==> src/sv/mtf_pkg.sv <==
// Shared types and constants for the move-to-front list core.
package mtf_pkg;

  localparam int VALUE_W = 32;
  localparam int RANK_W  = 6;
  localparam int COUNT_W = 7;

  // Operation codes carried in the func field
  localparam logic FUNC_INSERT = 1'b0;
  localparam logic FUNC_FIND   = 1'b1;

  // Token handed from one cell to the next while a scan is under way
  typedef struct packed {
    logic               vld;
    logic [VALUE_W-1:0] carry;
  } mtf_tok_t;

  // Broadcast from the controller to every cell
  typedef struct packed {
    logic [VALUE_W-1:0] key;
    logic               ins;
    logic               commit;
    logic               abort;
  } mtf_ctl_t;

  // Per-cell report while the token sits in it
  typedef struct packed {
    logic hit;
    logic stop;
  } mtf_stat_t;

endpackage

==> src/sv/mtf_if.sv <==
// Handshake channels for command items and result items.
interface mtf_cmd_if;
  import mtf_pkg::*;
  logic               valid;
  logic               ready;
  logic               func;
  logic [VALUE_W-1:0] value;

  modport source (output valid, output func, output value, input ready);
  modport sink   (input valid, input func, input value, output ready);
endinterface

interface mtf_res_if;
  import mtf_pkg::*;
  logic               valid;
  logic               ready;
  logic               found;
  logic [RANK_W-1:0]  rank;
  logic               full_error;
  logic [COUNT_W-1:0] entry_count;

  modport source (output valid, output found, output rank, output full_error,
                  output entry_count, input ready);
  modport sink   (input valid, input found, input rank, input full_error,
                  input entry_count, output ready);
endinterface

==> src/sv/mtf_ctrl.sv <==
// Sequencer: launches the scan token, collects the outcome and issues results.
module mtf_ctrl
  import mtf_pkg::*;
#(
  parameter int DEPTH = 64
) (
  input  logic                   clk,
  input  logic                   rst,
  mtf_cmd_if.sink                cmd,
  mtf_res_if.source              res,
  input  mtf_stat_t [DEPTH-1:0]  stat,
  output mtf_tok_t               launch,
  output mtf_ctl_t               ctl
);

  localparam int POS_W = $clog2(DEPTH);
  localparam int CNT_W = $clog2(DEPTH + 1);

  localparam logic [1:0] ST_IDLE   = 2'd0;
  localparam logic [1:0] ST_SCAN   = 2'd1;
  localparam logic [1:0] ST_FINISH = 2'd2;

  logic [1:0]         state;
  logic [POS_W-1:0]   pos;
  logic [CNT_W-1:0]   cnt;
  logic [VALUE_W-1:0] key;
  logic               ins;
  logic               hit_q;
  logic [POS_W-1:0]   rank_q;
  logic               full_q;

  logic               res_vld;
  logic               res_found;
  logic [RANK_W-1:0]  res_rank;
  logic               res_full;
  logic [COUNT_W-1:0] res_cnt;

  logic                     accept;
  logic                     full_now;
  logic [DEPTH-1:0]         hit_vec;
  logic [DEPTH-1:0]         stop_vec;
  logic                     any_hit;
  logic                     done;
  logic                     slot_free;
  logic                     fin_go;
  logic [CNT_W-1:0]         cnt_next;
  logic [POS_W+RANK_W-1:0]  rank_ext;
  logic [CNT_W+COUNT_W-1:0] cnt_ext;

  assign cmd.ready = (state == ST_IDLE);
  assign accept    = cmd.valid && cmd.ready;
  assign full_now  = (cnt == CNT_W'(DEPTH));

  // Token enters cell 0 unless the insert is refused
  assign launch.vld   = accept && !(cmd.func == FUNC_INSERT && full_now);
  assign launch.carry = cmd.value;

  // Gather cell reports
  always_comb begin
    for (int i = 0; i < DEPTH; i++) begin
      hit_vec[i]  = stat[i].hit;
      stop_vec[i] = stat[i].stop;
    end
  end

  assign any_hit   = |hit_vec;
  assign done      = (|stop_vec) || (pos == POS_W'(DEPTH - 1));
  assign slot_free = !res_vld || res.ready;
  assign fin_go    = (state == ST_FINISH) && slot_free;

  assign ctl.key    = key;
  assign ctl.ins    = ins;
  assign ctl.commit = fin_go && (hit_q || (ins && !full_q));
  assign ctl.abort  = fin_go && !(hit_q || (ins && !full_q));

  assign cnt_next = (ins && !full_q) ? cnt + 1'b1 : cnt;
  assign rank_ext = {{RANK_W{1'b0}}, rank_q};
  assign cnt_ext  = {{COUNT_W{1'b0}}, cnt_next};

  assign res.valid       = res_vld;
  assign res.found       = res_found;
  assign res.rank        = res_rank;
  assign res.full_error  = res_full;
  assign res.entry_count = res_cnt;

  // Sequencer
  always_ff @(posedge clk) begin
    if (rst) begin
      state   <= ST_IDLE;
      cnt     <= '0;
      res_vld <= 1'b0;
    end else begin
      // result taken and no new one issued this cycle
      if (res_vld && res.ready && !fin_go) begin
        res_vld <= 1'b0;
      end
      case (state)
        ST_IDLE: begin
          if (accept) begin
            key    <= cmd.value;
            ins    <= (cmd.func == FUNC_INSERT);
            pos    <= '0;
            hit_q  <= 1'b0;
            rank_q <= '0;
            if (cmd.func == FUNC_INSERT && full_now) begin
              full_q <= 1'b1;
              state  <= ST_FINISH;
            end else begin
              full_q <= 1'b0;
              state  <= ST_SCAN;
            end
          end
        end
        ST_SCAN: begin
          pos <= pos + 1'b1;
          if (done) begin
            hit_q  <= any_hit;
            rank_q <= any_hit ? pos : '0;
            state  <= ST_FINISH;
          end
        end
        ST_FINISH: begin
          if (slot_free) begin
            res_vld   <= 1'b1;
            res_found <= hit_q;
            res_rank  <= rank_ext[RANK_W-1:0];
            res_full  <= full_q;
            res_cnt   <= cnt_ext[COUNT_W-1:0];
            cnt       <= cnt_next;
            state     <= ST_IDLE;
          end
        end
        default: begin
          state <= ST_IDLE;
        end
      endcase
    end
  end

  // Only one cell can hold the token, so at most one cell stops
  a_one_stop: assert property (@(posedge clk) disable iff (rst) $onehot0(stop_vec))
    else $error("more than one cell stopped the scan");

  // An insert never matches
  a_ins_no_hit: assert property (@(posedge clk) disable iff (rst)
    (state == ST_SCAN && ins) |-> !any_hit)
    else $error("insert scan reported a hit");

  // Results only leave from the finish step
  a_res_src: assert property (@(posedge clk) disable iff (rst)
    $rose(res_vld) |-> $past(state) == ST_FINISH)
    else $error("result raised outside finish");

  // Accepted insert grows the list by one
  a_cnt_inc: assert property (@(posedge clk) disable iff (rst)
    (fin_go && ins && !full_q) |=> cnt == $past(cnt) + 1'b1)
    else $error("entry count did not advance on insert");

  // Count never exceeds the capacity
  a_cnt_max: assert property (@(posedge clk) disable iff (rst)
    (state == ST_SCAN) |-> cnt <= CNT_W'(DEPTH))
    else $error("entry count beyond capacity");

endmodule

==> src/flat_wrapper.sv <==
// flat-port wrapper written by rule: the top's interface ports become plain ports
module mtf_ctrl_flat import mtf_pkg::*;
#(
  parameter int DEPTH = 64
)
  (clk, rst, stat, launch, ctl, cmd_valid, cmd_func, cmd_value, cmd_ready, res_valid, res_found, res_rank, res_full_error, res_entry_count, res_ready);
  mtf_cmd_if cmd_i ();
  mtf_res_if res_i ();
  input  logic clk;
  input  logic rst;
  input  mtf_stat_t [DEPTH-1:0] stat;
  output mtf_tok_t launch;
  output mtf_ctl_t ctl;
  input wire logic [$bits(cmd_i.valid)-1:0] cmd_valid;
  input wire logic [$bits(cmd_i.func)-1:0] cmd_func;
  input wire logic [$bits(cmd_i.value)-1:0] cmd_value;
  output wire logic [$bits(cmd_i.ready)-1:0] cmd_ready;
  output wire logic [$bits(res_i.valid)-1:0] res_valid;
  output wire logic [$bits(res_i.found)-1:0] res_found;
  output wire logic [$bits(res_i.rank)-1:0] res_rank;
  output wire logic [$bits(res_i.full_error)-1:0] res_full_error;
  output wire logic [$bits(res_i.entry_count)-1:0] res_entry_count;
  input wire logic [$bits(res_i.ready)-1:0] res_ready;
  assign cmd_i.valid = cmd_valid;
  assign cmd_i.func = cmd_func;
  assign cmd_i.value = cmd_value;
  assign cmd_ready = cmd_i.ready;
  assign res_valid = res_i.valid;
  assign res_found = res_i.found;
  assign res_rank = res_i.rank;
  assign res_full_error = res_i.full_error;
  assign res_entry_count = res_i.entry_count;
  assign res_i.ready = res_ready;
  mtf_ctrl #(.DEPTH(DEPTH)) u_core (.clk(clk), .rst(rst), .cmd(cmd_i), .res(res_i), .stat(stat), .launch(launch), .ctl(ctl));
endmodule
==> config.mk <==
export PLATFORM = sky130hd
export DESIGN_NAME = mtf_ctrl_flat
export DESIGN_NICKNAME = d
export VERILOG_FILES = /design/src/sv/mtf_pkg.sv /design/src/sv/mtf_if.sv /design/src/sv/mtf_ctrl.sv /design/src/flat_wrapper.sv
export SDC_FILE = /design/constraint.sdc
export NUM_CORES = 1
export LEC_CHECK = 0
export BUFFER_PORTS_ARGS = -buffer_cell sky130_fd_sc_hd__buf_2
export CORE_MARGIN = 3
export CORE_UTILIZATION = 25
export DETAILED_ROUTE_END_ITERATION = 10
export PLACE_DENSITY_LB_ADDON = 0.25
export SYNTH_ARGS = -nofsm -noshare
export SYNTH_HDL_FRONTEND = slang
export SYNTH_SLANG_ARGS = --single-unit
==> constraint.sdc <==
create_clock -name clk -period 6.9 [get_ports clk]
set_clock_uncertainty 0.15 [all_clocks]
set_input_delay 0.345 -clock clk [delete_from_list [all_inputs] [get_ports clk]]
set_output_delay 0.345 -clock clk [all_outputs]
set_load 0.01 [all_outputs]
### Yosys cells after proc, flatten, opt, wreduce, memory -nomap -nowiden

Index checks and enable logic that the tools add are counted.
Widths: inputs -> output; s select.

| word-level totals | value |
|---|---|
| bits in registers | 72 |
| bits in latches | 0 |
| memory bits (writable) | 0 |
| ROM bits | 0 |
| input bits | 165 |
| output and inout port bits | 85 |
| logic and storage cells | 69 |
| memories | 0 |

| operators by class | value |
|---|---|
| $add $sub $neg | 2 |
| $mul | 0 |
| divide/modulo/power cells | 0 |
| $lt $le $gt $ge | 0 |
| equality and inequality tests | 7 |
| shift operators | 0 |
| muxes and demuxes | 18 |
| bitwise logic cells | 2 |
| reduce and logical (&&, ||, !) cells | 27 |

Operators with widths:

| cell | count |
|---|---|
| $reduce_or 64->1 | 2 |
| $pmux 6 s2 | 2 |
| $mux 6 | 3 |
| $reduce_and 3->1 | 4 |
| $logic_and 1x1->1 | 9 |
| $mux 2 | 4 |
| $add 7x1->7 const B | 1 |
| $eq 7x7->1 const B | 1 |
| $mux 7 | 1 |
| $add 6x1->6 const B | 1 |
| $eq 6x6->1 const B | 1 |
| $mux 1 | 6 |
| $pmux 2 s3 | 1 |
| $logic_not 1->1 | 5 |
| $ne 2x1->1 const B | 2 |
| $reduce_and 4->1 | 1 |
| $logic_or 1x1->1 | 3 |
| $eq 2x1->1 const B | 1 |
| $eq 2x2->1 const B | 1 |
| $logic_not 2->1 | 1 |
| $ne 2x2->1 const B | 1 |
| $not 1->1 | 2 |
| $pmux 1 s2 | 1 |
| $reduce_and 2->1 | 1 |
| $reduce_bool 2->1 | 1 |

### Longest topological paths before layout

| logic depth | value |
|---|---|
| depth after elaboration | 8 |
| mapped depth | 6 |

### Worst setup path after synthesis

Ideal clock, no wire load.

| path | value |
|---|---|
| kind | register to register |
| start point | reg u_core.state[1] |
| end point | reg u_core.full_q (enable) |
| setup time | 425 ps |
| arrival time | 2,151 ps |
| path slack | 4,174 ps |
| cell stages (with the launch flop) | 4 |
| path buffers | 0 |
| path through | dfxtp_1 nor2_1 nand2_1 nor2_1 |

| between the ends | value |
|---|---|
| cells in the longest elaborated chain, start to end | 3 |

Ends and longest elaborated chain:

| what | RTL line | RTL |
|---|---|---|
| start: declaration | mtf_ctrl.sv:23 | `logic [1:0] state;` |
| start signal: assignment | mtf_ctrl.sv:89 | `state <= ST_IDLE;` |
| start signal: assignment | mtf_ctrl.sv:107 | `state <= ST_FINISH;` |
| start signal: assignment | mtf_ctrl.sv:110 | `state <= ST_SCAN;` |
| $logic_not 2->1 (*) | mtf_ctrl.sv:50 | `assign cmd.ready = (state == ST_IDLE);` |
| net cmd_ready | flat_wrapper.sv:17 | `output wire logic [$bits(cmd_i.ready)-1:0] cmd_ready;` |
| $logic_and 1x1->1 | mtf_ctrl.sv:51 | `assign accept = cmd.valid && cmd.ready;` |
| $reduce_and 3->1 (no source line) (*) | - |  |
| end signal: assignment | mtf_ctrl.sv:106 | `full_q <= 1'b1;` |
| end signal: assignment | mtf_ctrl.sv:109 | `full_q <= 1'b0;` |
| end: declaration | mtf_ctrl.sv:30 | `logic full_q;` |

Mark *: on every way through the listed nets, which the timed path passes. The rest lies on a longest branch.
A chain may end at the register's enable or synchronous reset.

==> impl_metrics.json <==
{
  "htree_levels": 3,
  "cp_cell_sequence": "inv_1, ha_1, nor4b_1, and3_1, nor2_1, buf_2",
  "min_period_ns": 2.38,
  "synth_edf_count": 62,
  "numClockSinks": 72,
  "grtUsageTotal_pct": 12.0,
  "criticalPathCategory": "flip-flop to output pin",
  "route.met3.wl_um": 765,
  "r2r_cells": 3,
  "layout-drive-gt1-share_pct": 56.2,
  "antenna_found_initial": 0,
  "switching_power_w": 0.000232,
  "ys_types": 36,
  "cts_tree": "built",
  "dr.pass1.iters": 4,
  "wl_met2_mm": 4.35,
  "final_nets": 640,
  "wl_met1_mm": 3.49,
  "wirelength_mm": 8.73,
  "die_h_um": 119,
  "synth_nets": 415,
  "postSynthAreaPerCell_um2": 12.9,
  "worst_slew_pin_slew_ns": 0.944,
  "synth-seq-cells": 72,
  "cts_made_buffers": 9,
  "worstSkewPairLatency_ns": 0.33,
  "ys_seq_area_share_pct": 64.6,
  "slew_viol_final": 0,
  "cap_violations": 0,
  "reg2reg_from": "u_core.state[0]",
  "clock_path_buffers": 2,
  "placed_area_um2": 4410,
  "cp_data_arrival_time_ns": 1.89,
  "power_frac_seq_pct": 47.0,
  "clk_pin_slew_ns": 0.06,
  "critPathLaunchType": "flip-flop",
  "gp_congestion": 0.824,
  "leakage_nw": 2.03,
  "finalSetupViolations": 0,
  "grt_pass1_vias": 2785,
  "ant_nets": 0,
  "core_area_um2": 12300,
  "synth_area_um2": 3190,
  "min_to": "u_core.key[4]",
  "rrSetupSlack_ns": 4.59,
  "postCtsHoldBufs": 0,
  "detail_route.vias_per_cell": 4.33,
  "fin_tns_setup_ns": 0,
  "cp_slowest_stage_delay_ns": 0.44,
  "design_area_um2": 4700,
  "grt_pass1_wl_mm": 13.4,
  "fillers": 1185,
  "drc_errors": 0,
  "rows": 40,
  "cts_setup_buffers": 0,
  "rsz0062_at_grt": "no",
  "p_clk_share_pct": 42.0,
  "post-dp-hpwl_mm": 7.35,
  "crit_path_end_kind": "output pin",
  "ir_drop_mv": 0.0986,
  "hp-start": "cmd_value[4]",
  "outcome": "finished clean",
  "p_sw_share_pct": 21.6,
  "vias": 2794,
  "combPwrFrac_pct": 11.0,
  "root_buffer": "clkbuf_16",
  "initial_core_util_pct": 26.0,
  "syn_to_final_growth_pct": 47.2,
  "hold_viol_final": 0,
  "fin_crit_sh_pct": 34.6,
  "die_area_um2": 14200,
  "grt_overflow": 0,
  "io_pins": 250,
  "synth-async-reset-ratio_pct": 0,
  "relSlewSlack_pct": 36.9,
  "ys.warnings.count": 0,
  "p_int_w": 0.000840,
  "timing.rr.end": "u_core.hit_q",
  "cp_slowest_cell": "nor4b_1",
  "power-per-cell-area_nw_per_um2": 228,
  "crit_required_ns": 6.40,
  "fmax_mhz": 419,
  "drt_iter0_markers": 127,
  "synthFlopType": "edfxtp_1",
  "wire_per_inst_um": 13.5,
  "die_x_um": 119,
  "top_layer": "met4",
  "grt_max_degree": 35,
  "antennaDiodeCount": 0,
  "synth_cells": 247,
  "hold_class": "input pin to flip-flop",
  "hold_path_depth": 1,
  "cp_max_fo": 4,
  "cts_resized": 0,
  "port-buffer-count": 249
}
[cell type report]
type	instances	area [µm²]	share of cell area, %
clock inverter	1	6.26	0.133
sequential	72	2060	43.9
timing repair buffer	250	1250	26.7
inverter	4	15.0	0.319
clock buffer	15	289	6.15
tap	168	210	4.47
multi-input combinational	135	865	18.4
[worst max-delay path: cells and delay by family (launching register included)]
kind / cells / cell delay [ns]
AND/OR/NAND/NOR: 3 / 0.81
adder cells (fa/ha/maj): 1 / 0.17
flip-flops: 1 / 0.35
buffers and inverters: 2 / 0.24
[registers in the layout (all words and copies together) (netlist names)]
register / count
u_core.cnt: 7
u_core.full_q: 1
u_core.hit_q: 1
u_core.ins: 1
u_core.key: 32
u_core.pos: 6
u_core.rank_q: 6
u_core.res.entry_count: 7
u_core.res.found: 1
u_core.res.full_error: 1
u_core.res.rank: 6
u_core.res.valid: 1
u_core.state: 2
[power groups by stage]
stage / sequential (W) / clock (W) / combinational, W
2_1_floorplan: 0.000517 / 0 / 0.0000476
3_3_place_gp: 0.000512 / 0 / 0.000119
3_5_place_dp: 0.000513 / 0 / 0.000120
4_1_cts: 0.000504 / 0.000463 / 0.000121
5_1_grt: 0.000505 / 0.000484 / 0.000131
6_report: 0.000503 / 0.000449 / 0.000118
[per-layer routing]
layer,vias to the layer above,GRT usage (%)
met5,-,0
met2,180,21.5
met1,1245,13.6
li1,1358,-
met3,11,2.71
met4,0,5.43
[cell usage after synthesis (2+ instances only)]
| cell type | instances | area, µm² |
|---|---|---|
| dfxtp_1 | 10 | 200 |
| a21oi_1 | 5 | 25.0 |
| edfxtp_1 | 62 | 1860 |
| xnor2_1 | 9 | 78.8 |
| buf_4 | 33 | 248 |
| o31ai_1 | 2 | 15.0 |
| nand2_1 | 7 | 26.3 |
| nor3b_1 | 7 | 52.6 |
| clkbuf_1 | 3 | 11.3 |
| nor4_1 | 35 | 219 |
| inv_1 | 4 | 15.0 |
| nor3_1 | 5 | 25.0 |
| xor2_1 | 4 | 35.0 |
| nand4_1 | 8 | 50.1 |
| nand3_1 | 3 | 15.0 |
| or4_1 | 2 | 15.0 |
| nor2_1 | 23 | 86.3 |
| ha_1 | 3 | 37.5 |
| nand2b_1 | 5 | 31.3 |
[stage by stage]
stage / hold slack (ns) / utilization [%] / std cells / setup slack [ns] / power (W)
2_1_floorplan: 0.250 / - / 247 / 4.17 / 0.000565
3_3_place_gp: 0.261 / 35.9 / 629 / 4.44 / 0.000631
3_5_place_dp: 0.260 / 35.9 / 629 / 4.38 / 0.000633
4_1_cts: 0.0406 / 38.3 / 645 / 4.45 / 0.00109
5_1_grt: 0.0472 / 38.3 / 645 / 4.33 / 0.00112
6_report: 0.0576 / 38.3 / 645 / 4.52 / 0.00107
[cell families after synthesis]
group | share of synthesized area (%)
adder cells (fa/ha/maj) | 1.18
multiplexers | 0.353
flip-flops | 64.6
AO/OA/AOI/OAI | 2.63
buffers and inverters | 8.58
XOR/XNOR | 3.57
AND/OR/NAND/NOR | 19.1
[worst max path at each step]
stage / from / endpoint / slack (ns) / cells past startpoint
after detailed placement: rst / u_core.rank_q[3] / 4.38 / 3
final: u_core.cnt[0] / launch[32] / 4.52 / 6
after global placement: rst / u_core.rank_q[0] / 4.44 / 3
after CTS: u_core.cnt[0] / launch[32] / 4.45 / 6
after floorplan: u_core.state[1] / u_core.full_q / 4.17 / 3
after global routing: u_core.state[1] / u_core.rank_q[3] / 4.33 / 4
[placed cells by master, fill, tap and decap left out, drive strengths merged, types with 7 or more instances in the layout]
cell,n
dfxtp,10
nor2,23
nand4,8
edfxtp,62
clkbuf,15
buf,250
xnor2,9
nor4,36
nand2,7
nor3b,7
No activity file was read; power rests on OpenSTA's default activity.
