===== src/sv/mtf_pkg.sv =====
// Shared types and constants for the move-to-front list core.
package mtf_pkg;

  localparam int VALUE_W = 32;
  localparam int RANK_W  = 6;
  localparam int COUNT_W = 7;

  // Operation codes carried in the func field
  localparam logic FUNC_INSERT = 1'b0;
  localparam logic FUNC_FIND   = 1'b1;

  // Token handed from one cell to the next while a scan is under way
  typedef struct packed {
    logic               vld;
    logic [VALUE_W-1:0] carry;
  } mtf_tok_t;

  // Broadcast from the controller to every cell
  typedef struct packed {
    logic [VALUE_W-1:0] key;
    logic               ins;
    logic               commit;
    logic               abort;
  } mtf_ctl_t;

  // Per-cell report while the token sits in it
  typedef struct packed {
    logic hit;
    logic stop;
  } mtf_stat_t;

endpackage


===== src/sv/mtf_cell.sv =====
// One list cell: holds an entry, compares it and passes the shifted value on.
module mtf_cell
  import mtf_pkg::*;
(
  input  logic      clk,
  input  logic      rst,
  input  mtf_tok_t  tok_in,
  output mtf_tok_t  tok_out,
  input  mtf_ctl_t  ctl,
  output mtf_stat_t stat
);

  mtf_tok_t           tok_q;
  logic [VALUE_W-1:0] val;
  logic               valid;
  logic [VALUE_W-1:0] cand;
  logic               pend;

  logic here;
  logic hit;

  // Token present in this cell: compare, stop on hit or at the first empty cell
  assign here = tok_q.vld;
  assign hit  = here && valid && !ctl.ins && (val == ctl.key);

  assign stat.hit  = hit;
  assign stat.stop = here && (hit || !valid);

  // Old entry moves one place back
  assign tok_out.vld   = here && valid && !hit;
  assign tok_out.carry = val;

  // Token register and control state
  always_ff @(posedge clk) begin
    tok_q.carry <= tok_in.carry;
    if (rst) begin
      tok_q.vld <= 1'b0;
      valid     <= 1'b0;
      pend      <= 1'b0;
    end else begin
      tok_q.vld <= tok_in.vld;
      if (here) begin
        pend <= 1'b1;
      end
      if (ctl.commit && pend) begin
        valid <= 1'b1;
      end
      if (ctl.commit || ctl.abort) begin
        pend <= 1'b0;
      end
    end
  end

  // Payload: candidate is held until the scan outcome is known
  always_ff @(posedge clk) begin
    if (here) begin
      cand <= tok_q.carry;
    end
    if (ctl.commit && pend) begin
      val <= cand;
    end
  end

endmodule


===== config.mk =====
export PLATFORM = sky130hd
export DESIGN_NAME = mtf_cell
export DESIGN_NICKNAME = d
export VERILOG_FILES = /design/src/sv/mtf_pkg.sv /design/src/sv/mtf_cell.sv
export SDC_FILE = /design/constraint.sdc
export NUM_CORES = 1
export LEC_CHECK = 0
export ABC_CLOCK_PERIOD_IN_PS = 2540
export BUFFER_PORTS_ARGS = -buffer_cell sky130_fd_sc_hd__buf_2
export CORE_MARGIN = 2
export CORE_UTILIZATION = 31
export DETAILED_ROUTE_END_ITERATION = 8
export HOLD_SLACK_MARGIN = 0.03
export PLACE_DENSITY_LB_ADDON = 0.2
export SLEW_MARGIN = 10
export SYNTH_ARGS = -nofsm -noshare
export SYNTH_HDL_FRONTEND = slang
export SYNTH_SLANG_ARGS = --single-unit
export TNS_END_PERCENT = 30

===== constraint.sdc =====
create_clock -name clk -period 2.54 [get_ports clk]
set_input_delay 0.381 -clock clk [delete_from_list [all_inputs] [get_ports clk]]
set_output_delay 0.381 -clock clk [all_outputs]
set_load 0.02 [all_outputs]

**After elaboration in Yosys (flattened, before gate mapping)**

Index checks and enable logic that the tools add are counted.
Widths: inputs -> output; s select.

- Order comparisons: 0
- Divide/modulo/power cells: 0
- Shift operators: 0
- Muxes and demuxes: 0
- Reductions and logical operators: 12
- Multipliers: 0
- Bitwise operators: 0
- Add/subtract/negate cells: 0
- Equal/unequal tests: 1

Operator list:

| kind | number |
|---|---|
| $eq 32x32->1 | 1 |
| $logic_and 1x1->1 | 6 |
| $logic_not 1->1 | 3 |
| $logic_or 1x1->1 | 2 |
| $reduce_or 2->1 | 1 |

- Bits in registers: 99
- Bits in read-only memories: 0
- Input bits: 70
- Word-level logic and storage cells: 19
- Bits in latches: 0
- Memories: 0
- Bits in writable memories: 0
- Output and inout port bits: 35

**Longest topological paths before layout**

Gate-level depths: netlist of the first run.

- Depth after elaboration: 5
- Gate-level depth with buffers: 5
- Gate-level depth less buffers: 5

**Worst setup path before layout of the first run**

Ideal clock, no wire load.

- Path type: reg2out
- Start point: register tok_q, in the netlist here
- End point: output stat[0] (netlist name)
- Cell stages (with the launch flop): 6
- Setup slack: 0.257 ns
- Required time: 2.159 ns
- Data arrival time: 1.902 ns
- Path buffers: 0
- Path through: dfxtp_1 -> nand2_1 -> nor3_1 -> nand4_1 -> nor3_2 -> o21a_1

RTL lines:

| what | line | RTL |
|---|---|---|
| start, declared | mtf_cell.sv:13 | `mtf_tok_t tok_q;` |
| end, declared | mtf_cell.sv:10 | `output mtf_stat_t stat` |

==> results of run 1 <==
-- final cells by class --
cell class                      count  area share (%)
Clock buffer                       10            3.48
Inverter                            1          0.0948
Multi-Input combinational cell     53            10.6
Tap cell                          133            4.20
Timing Repair Buffer              107            13.9
Clock inverter                      6            1.45
Sequential cell                    99            66.3
-- per-stage QoR --
stage	hold WS, ns	setup slack (ns)	total power [mW]	utilization (%)	area (um2)
3_5_place_dp	0.389	0.172	1.95	38.8	3740
5_1_grt	0.0869	-0.0521	2.98	41.1	3960
4_1_cts	0.0949	0.0290	2.90	41.0	3950
2_1_floorplan	0.386	0.257	1.87	-	3040
6_report	0.119	0.103	2.85	41.1	3960
3_3_place_gp	0.386	0.190	1.94	38.8	3740
-- layout by cell type (no fill, tap or decap), types with 2 or more instances in the layout --
master    synthesis  final
buf_2             0    103
edfxtp_1         64     64
dfxtp_1          35     35
xor2_1           29     29
clkbuf_8          0     10
nor4_1            8      5
nor2_1            4      4
xnor2_1           3      3
nor4_2            0      3
clkinv_4          0      3
buf_4             1      3
nand4_1           2      2
inv_8             0      2
-- critical path: cells and delay by family (launching register included) --
family	cells	cell delay (ns)
compound gates	1	0.15
xor+xnor	1	0.15
buf+inv	1	0.12
flops	1	0.40
simple gates	3	0.89
-- per-layer routing --
| metal | share of wire [%] | vias to the layer above |
|---|---|---|
| met5 | 0 | - |
| met4 | 2.7 | 0 |
| met3 | 8.0 | 11 |
| met2 | 52 | 61 |
| met1 | 37 | 732 |
| li1 | - | 789 |
-- flip-flops by register name, summed over array words and instances, names as in the netlist --
register and count:
cand 32, tok_q 32, val 32, pend 1, here 1, valid 1
-- power groups by stage --
stage                     clock (mW)  sequential [mW]  combinational [mW]
final                          0.943             1.80               0.109
after global routing            1.05             1.81               0.123
after CTS                      0.988             1.80               0.111
after detailed placement           0             1.84               0.108
after global placement             0             1.83               0.106
after floorplan                    0             1.84              0.0265
-- kinds of logic (layout without fill, tap and decap cells) --
group,count (synthesis),count (layout),synth area share [%]
AO/OA/AOI/OAI,1,1,0.247
buffers and inverters,2,124,0.371
AND/OR/NAND/NOR,20,20,3.75
XOR/XNOR,32,32,9.23
flip-flops,99,99,86.4
-- timing repair --
action,4_1_cts,5_1_grt
hold endpoints to repair,0,0
setup endpoints to repair,3,2
hold buffers,0,0
buffers inserted,0,0
resized for setup,3,2
gates cloned,0,0
pin swaps,0,4
-- worst max path at each step --
stage	from	end	slack, ns
2_1_floorplan	here$_SDFF_PP0_	stat[0]	0.26
3_3_place_gp	ctl[32]	stat[0]	0.19
3_5_place_dp	ctl[32]	stat[0]	0.17
4_1_cts	val[26]$_DFFE_PP_	stat[0]	0.03
5_1_grt	val[2]$_DFFE_PP_	stat[0]	-0.05
6_report	val[27]$_DFFE_PP_	stat[0]	0.10
==> results.cfg, run 1 <==
[yosys]
ys_types = 16
yosysSeqAreaShare_pct = 86.4
synth_top_area_share_pct = 63.3
ys_seq_elements = 99
ys.flop_type = edfxtp_1
synth_edf_count = 64
synth.avg_cell_area_um2 = 19.7
yosysTopAreaCell = edfxtp_1
yosys_warnings = 0
syn-cell-area_mm2 = 0.00304
synthArstFlopShare_pct = 0
synthTopCellsByArea = edfxtp_1 63%, dfxtp_1 23%, xor2_1 8.4%, nor4_1 1.6%, xnor2_1 0.87%
synth_cells = 154
synth_nets = 224
yosysMostFrequentCell = edfxtp_1
synthTopCellsByCount = 64 x edfxtp_1, 35 x dfxtp_1, 29 x xor2_1, 8 x nor4_1, 4 x nor2_1

[run]
maxCapViolations = 0

[placed_design]
gp_congestion = 0.662
port-buffer-count = 104
hpwl_um = 3560
placed_cells = 393

[floorplanning]
die_area_mm2 = 0.0106
io_pins = 105
dieHeight_um = 103
start_util_pct = 31.5
rows = 36
die_x_um = 103
core-area_mm2 = 0.00964

[setup_path]
endpoint_kind = primary output
regToRegStartpoint = here$_SDFF_PP0_
cp_slowest_cell = nor4_1
crit_chain = xor2_1 > nor4_1 > nand4_1 > nor3_2 > o21a_1 > buf_6
worst_ep_arrival_time_ns = 2.06
crit_path_start_kind = register
ff2ff_setup_slack_ns = 1.47
r2r-end = cand[28]$_DFFE_PP_
crit_type = register to primary output
critPathMaxStageDelay_ns = 0.43
required_ns = 2.16
reg2reg_depth = 1
crit_fanout = 3

[clocking]
htreeDepth = 3
cts_made_buffers = 9
clk_pin_slew_worst_paths_ns = 0.10
cts_root_buffer = clkbuf_8
cts_buffer_depth = 2
tritoncts = done
insertion_delay_ns = 0.35
cts.sinks = 99

[global_routing]
grt_use_met3_pct = 3.53
grt_pass1_wl_um = 7110
gr-total-overflow = 0
grt-busiest-layer = met2
grt_use_met2_pct = 15.7
grt_pass1_vias = 1505
grt_util_met1_pct = 10.0
antenna_found_initial = 0
grt.total_usage_pct = 9.47
grt_max_degree = 35

[timing]
fin_tns_setup_ns = 0
worst_slew_pin_slew_ns = 0.429
finClkSkew_ns = 0.00954
relSlewSlack_pct = 71.1
max_freq_ghz = 0.410
post-route-period-util_pct = 96.0
setup_viol = 0
min_period_ns = 2.44
slew_violations = 0
hold_viol = 0
rsz0062_at_grt = yes

[power_and_ir_drop]
switching_share_pct = 21.2
p_switching_mw = 0.604
clkPwrFrac_pct = 33.1
comb_power_share_pct = 3.8
power.leakage_nw = 1.57
pwr_density_cell_mw_per_mm2 = 720
p_int_mw = 2.25
ir_drop_mv = 0.372
sequentialPowerShare_pct = 63.1

[drt]
routedWlPerCell_um = 11.6
antenna_left = 0
dr_total_vias = 1593
drc = 0
drt-initial-drc-count = 35
route.final.wire_length_um = 4740
vias_per_cell = 3.89
first_pass_iters = 4

[layout]
fill_cells = 937
final_nets = 341
layout.cells.non_filler = 409
multi_input_area_um2 = 420
syn_to_final_growth_pct = 30.4
seq_area_mm2 = 0.00262
num_antenna_cells = 0
layout-drive-gt1-share_pct = 46.0

[min_path]
hold_path.class = input pin to register
hold_end = tok_q[22]$_DFF_P_
whs_path_depth = 1
hold_start = tok_in[22]

[run_status]
outcome = finished, final reports clean
Note: power is estimated with default switching activity, not from simulation.
==> run 2, diff against run 1 <==
--- a/config.mk
+++ b/config.mk
@@ -8,7 +8,7 @@
 export ABC_CLOCK_PERIOD_IN_PS = 2540
 export BUFFER_PORTS_ARGS = -buffer_cell sky130_fd_sc_hd__buf_2
 export CORE_MARGIN = 2
-export CORE_UTILIZATION = 31
+export CORE_UTILIZATION = 48
 export DETAILED_ROUTE_END_ITERATION = 8
 export HOLD_SLACK_MARGIN = 0.03
 export PLACE_DENSITY_LB_ADDON = 0.2
==> run 2 against run 1 <==
  * Sequential cell count unchanged
  * Sequential power barely moved
  * Die area fell by 34%
  * First-iteration DRC count up 2.9%
  * Via count down 1.1%
  * Total power is 10% higher
  * Non-clock buffer count is 1 lower
  * Design area down 0.25%
  * Global-route usage up 4.8 points
  * Clock-buffer cell count is the same
  * Critical endpoint unchanged
==> results.cfg, run 2 (synthesis gave the netlist of run 1 again) <==
[run_status]
outcome = finished, final reports clean

[setup_path]
endpoint_kind = primary output
crit_fanout = 3
reg2reg_depth = 2
ff2ff_setup_slack_ns = 1.37
crit_type = register to primary output
required_ns = 2.16
r2r-end = val[2]$_DFFE_PP_
worst_ep_arrival_time_ns = 1.95
crit_path_start_kind = register
regToRegStartpoint = pend$_SDFFE_PP0P_

[power_and_ir_drop]
finalPower_mw = 3.15
pwr_density_cell_mw_per_mm2 = 797
ir_drop_mv = 0.512
power.leakage_nw = 1.60

[min_path]
hold_end = tok_q[13]$_DFF_P_
hold_path.class = input pin to register
hold_start = tok_in[13]
whs_path_depth = 1

[global_routing]
antenna_found_initial = 0
grt_util_met1_pct = 17.3
grt_use_met3_pct = 4.15
grt_use_met2_pct = 22.8
grt-busiest-layer = met2
grt_pass1_wl_um = 7310
gr-total-overflow = 0
grt_pass1_vias = 1564
grt_max_degree = 35
grt.total_usage_pct = 14.3

[floorplanning]
rows = 28
die_area_mm2 = 0.00698
core-area_mm2 = 0.00603
io_pins = 105
die_x_um = 83.5
start_util_pct = 50.4
dieHeight_um = 83.5

[timing]
worst_slew_pin_slew_ns = 0.434
fin_tns_setup_ns = 0
relSlewSlack_pct = 71.1
finClkSkew_ns = 0.00869
max_freq_ghz = 0.429
setup_viol = 0
min_period_ns = 2.33
slew_violations = 0
hold_viol = 0
rsz0062_at_grt = no
post-route-period-util_pct = 91.7

[placed_design]
port-buffer-count = 104
gp_congestion = 0.690

[clocking]
postCtsHoldBufs = 0
cts_buffer_depth = 2
cts_root_buffer = clkbuf_8
insertion_delay_ns = 0.35
cts_made_buffers = 9
htreeDepth = 3
tritoncts = done
postCtsSetupBuffers = 0
clk_pin_slew_worst_paths_ns = 0.09
cts_resized = 0
cts.sinks = 99

[layout]
layout-drive-gt1-share_pct = 46.2
final_nets = 340
layout.cells.most_common = buf_2
syn_to_final_growth_pct = 30.0
multi_input_area_um2 = 427
fill_cells = 435
top_regs = cand (32), tok_q (32), val (32)
seq_area_mm2 = 0.00262
final_cell_mix = 104 x buf_2, 64 x edfxtp_1, 35 x dfxtp_1
num_antenna_cells = 0

[drt]
drc = 0
first_pass_iters = 4
antenna_left = 0
drt-initial-drc-count = 36
vias_per_cell = 4.50
route.final.wire_length_um = 4560
routedWlPerCell_um = 13.0
dr_total_vias = 1576

[run]
maxCapViolations = 0
## run 2: worst max path at each step
stage / startpoint / slack, ns / depth (start not counted) / endpoint
floorplan: here$_SDFF_PP0_ / 0.26 / 5 / stat[0]
global placement: ctl[30] / 0.34 / 7 / stat[0]
detailed placement: ctl[30] / 0.32 / 7 / stat[0]
CTS: val[27]$_DFFE_PP_ / 0.02 / 6 / stat[0]
global route: val[6]$_DFFE_PP_ / 0.03 / 6 / stat[0]
finish: val[6]$_DFFE_PP_ / 0.21 / 6 / stat[0]
## run 2: power by group
group          internal (mW)  switching, mW  leakage, nW  total [mW]
Sequential              1.78         0.0169        0.883        1.80
Combinational         0.0574         0.0506        0.577       0.108
Clock                  0.724          0.513        0.134        1.24
## run 2: critical path, stage by stage (launching register included)
cell and delay [ns]:
edfxtp_1 0.44, xor2_1 0.18, nor4_2 0.31, nand4_1 0.15, nor3_2 0.24, o21a_1 0.13, buf_2 0.16
## run 2: stage by stage
step	std cells	hold WS, ns	utilization, %	instance area, um2	setup slack (ns)
after floorplan	154	0.386	-	3040	0.257
after global placement	334	0.386	60.7	3660	0.340
after detailed placement	334	0.389	60.7	3660	0.324
after CTS	350	0.0995	65.1	3920	0.0250
after global routing	350	0.0911	65.5	3950	0.0255
final	350	0.122	65.5	3950	0.210
## run 2: layout make-up
cell class | count | area share, %
tap | 75 | 2.38
clock inverter | 6 | 2.95
clock buffer | 10 | 3.77
timing repair buffer | 106 | 13.6
sequential | 99 | 66.4
inverter | 1 | 0.0951
multi-input combinational | 53 | 10.8
## run 2: per-layer routing
metal / vias up / share of wire (%)
li1: 788 / -
met1: 706 / 42
met2: 72 / 49
met3: 10 / 6.4
met4: 0 / 2.4
met5: - / 0
==> run 3, diff against run 2 <==
==> constraint.sdc (replaced) <==
create_clock -name clk -period 2.54 [get_ports clk]
set_input_delay 0 -clock clk [delete_from_list [all_inputs] [get_ports clk]]
set_output_delay 0 -clock clk [all_outputs]
set_load 0.02 [all_outputs]
==> run 3 against run 2 <==
  * First-iteration DRC count grew to 2.5 times the previous value
  * Highest routed layer unchanged
  * Core utilization grew 4.4 points
  * Critical path type unchanged
  * Sequential power barely moved
  * Clock-buffer cell count did not move
  * Clock skew decreased by 0.0011 ns
==> results.cfg, run 3 (synthesis gave the netlist of run 1 again) <==
[drt]
drc = 0
route.final.wire_length_um = 5010
vias_per_cell = 4.46
routedWlPerCell_um = 13.0
first_pass_iters = 4
antenna_left = 0
drt-initial-drc-count = 90
dr_total_vias = 1721

[timing]
rsz0062_at_grt = no
slew_violations = 0
hold_viol = 0
setup_viol = 0
relSlewSlack_pct = 71.8
post-route-period-util_pct = 81.0
min_period_ns = 2.06
finClkSkew_ns = 0.00754
worst_slew_pin_slew_ns = 0.420
fin_tns_setup_ns = 0
max_freq_ghz = 0.486

[layout]
num_antenna_cells = 0
seq_area_mm2 = 0.00262
layout.cells.most_common = buf_2
final_cell_mix = 104 x buf_2, 64 x edfxtp_1, 36 x dlygate4sd3_1
multi_input_area_um2 = 402
fin_area_mm2 = 0.00421
syn_to_final_growth_pct = 38.7
layout-drive-gt1-share_pct = 39.2
layout.cells.non_filler = 386
top_regs = cand (32), tok_q (32), val (32)
final_nets = 376
fill_cells = 423
fin_util_pct = 69.9

[power_and_ir_drop]
switching_share_pct = 19.3
p_int_mw = 2.33
pwr_density_cell_mw_per_mm2 = 687
p_switching_mw = 0.558
clkPwrFrac_pct = 32.6
comb_power_share_pct = 5.2
sequentialPowerShare_pct = 62.3
ir_drop_mv = 0.575
power.leakage_nw = 1.71

[clocking]
cts_resized = 0
insertion_delay_ns = 0.34
cts_made_buffers = 9
postCtsSetupBuffers = 0
htreeDepth = 3
clk_pin_slew_worst_paths_ns = 0.09
postCtsHoldBufs = 36
tritoncts = done
cts.sinks = 99
cts_root_buffer = clkbuf_8
cts_buffer_depth = 2

[global_routing]
grt_pass1_wl_um = 7950
gr-total-overflow = 0
antenna_found_initial = 0
grt_max_degree = 35
grt_pass1_vias = 1759
grt.total_usage_pct = 15.1

[floorplanning]
rows = 28
start_util_pct = 50.4
core-area_mm2 = 0.00603
dieHeight_um = 83.5
io_pins = 105
die_area_mm2 = 0.00698
die_x_um = 83.5

[setup_path]
endpoint_kind = primary output
crit_path_start_kind = register
cp_slowest_cell = edfxtp_1
worst_ep_arrival_time_ns = 2.06
required_ns = 2.54
crit_family = simple AND/OR/NAND/NOR gates
crit_start = val[27]$_DFFE_PP_
regToRegStartpoint = here$_SDFF_PP0_
path_buf_inv = 1
crit_type = register to primary output
crit_chain = xor2_1 > nor4_1 > nand4_1 > nor3_2 > o21a_1 > buf_2
critPathMaxStageDelay_ns = 0.41
crit_fanout = 3

[placed_design]
port-buffer-count = 104
gp_congestion = 0.717
place_area_mm2 = 0.00366
hpwl_um = 3240
placed_cells = 334

[run]
maxCapViolations = 0

[min_path]
hold_path.class = input pin to register
hold_start = tok_in[30]

[run_status]
outcome = finished, final reports clean
run 3: cell types whose count changed in the layout (fill, tap and decap cells not counted), moves of 2 or more:
cell / before / now
dlygate4sd3_1: 0 / 36
nor4_2: 4 / 0
nor4_1: 4 / 8
clkinv_2: 0 / 2
bufinv_16: 3 / 1
run 3: worst register-to-register path, cell delays in order, from the launching register on:
cell and delay [ns]:
dfxtp_1 0.34, buf_4 0.39, nor2_1 0.08, nor4_1 0.22, dlygate4sd3_1 0.59
run 3: power by group through the flow:
stage	Combinational, mW	Sequential (mW)	Clock [mW]
finish	0.149	1.80	0.942
global route	0.164	1.81	1.04
CTS	0.149	1.80	0.972
detailed placement	0.107	1.84	0
global placement	0.104	1.83	0
floorplan	0.0265	1.84	0
run 3: metrics by stage:
step | worst slack, ns | total power, mW | hold slack, ns
after floorplan | 0.638 | 1.87 | 0.0277
after global placement | 0.799 | 1.94 | 0.102
after detailed placement | 0.769 | 1.94 | 0.104
after CTS | 0.374 | 2.92 | 0.263
after global routing | 0.281 | 3.02 | 0.265
final | 0.482 | 2.89 | 0.285
run 3: per-layer routing:
| metal | global-route usage, % | share of wire, % |
|---|---|---|
| met1 | 16.6 | 39 |
| met2 | 25.4 | 50 |
| met3 | 7.42 | 9.4 |
| met4 | 5.57 | 1.4 |
| met5 | 0 | 0 |
run 3: final cells by class:
| type | instances | share of cell area [%] |
|---|---|---|
| Sequential cell | 99 | 62.3 |
| Timing Repair Buffer | 142 | 21.3 |
| Multi-Input combinational cell | 53 | 9.54 |
| Clock buffer | 10 | 3.03 |
| Tap cell | 75 | 2.23 |
| Clock inverter | 6 | 1.55 |
| Inverter | 1 | 0.0892 |
run 3: final timing paths:
kind	to	slack [ns]	cells after the start
setup / recovery	stat[0]	0.48	6
hold / removal	tok_q[30]$_DFF_P_	0.29	2
setup reg to reg	pend$_SDFFE_PP0P_	0.86	4
hold reg to reg	cand[5]$_DFFE_PP_	0.41	0
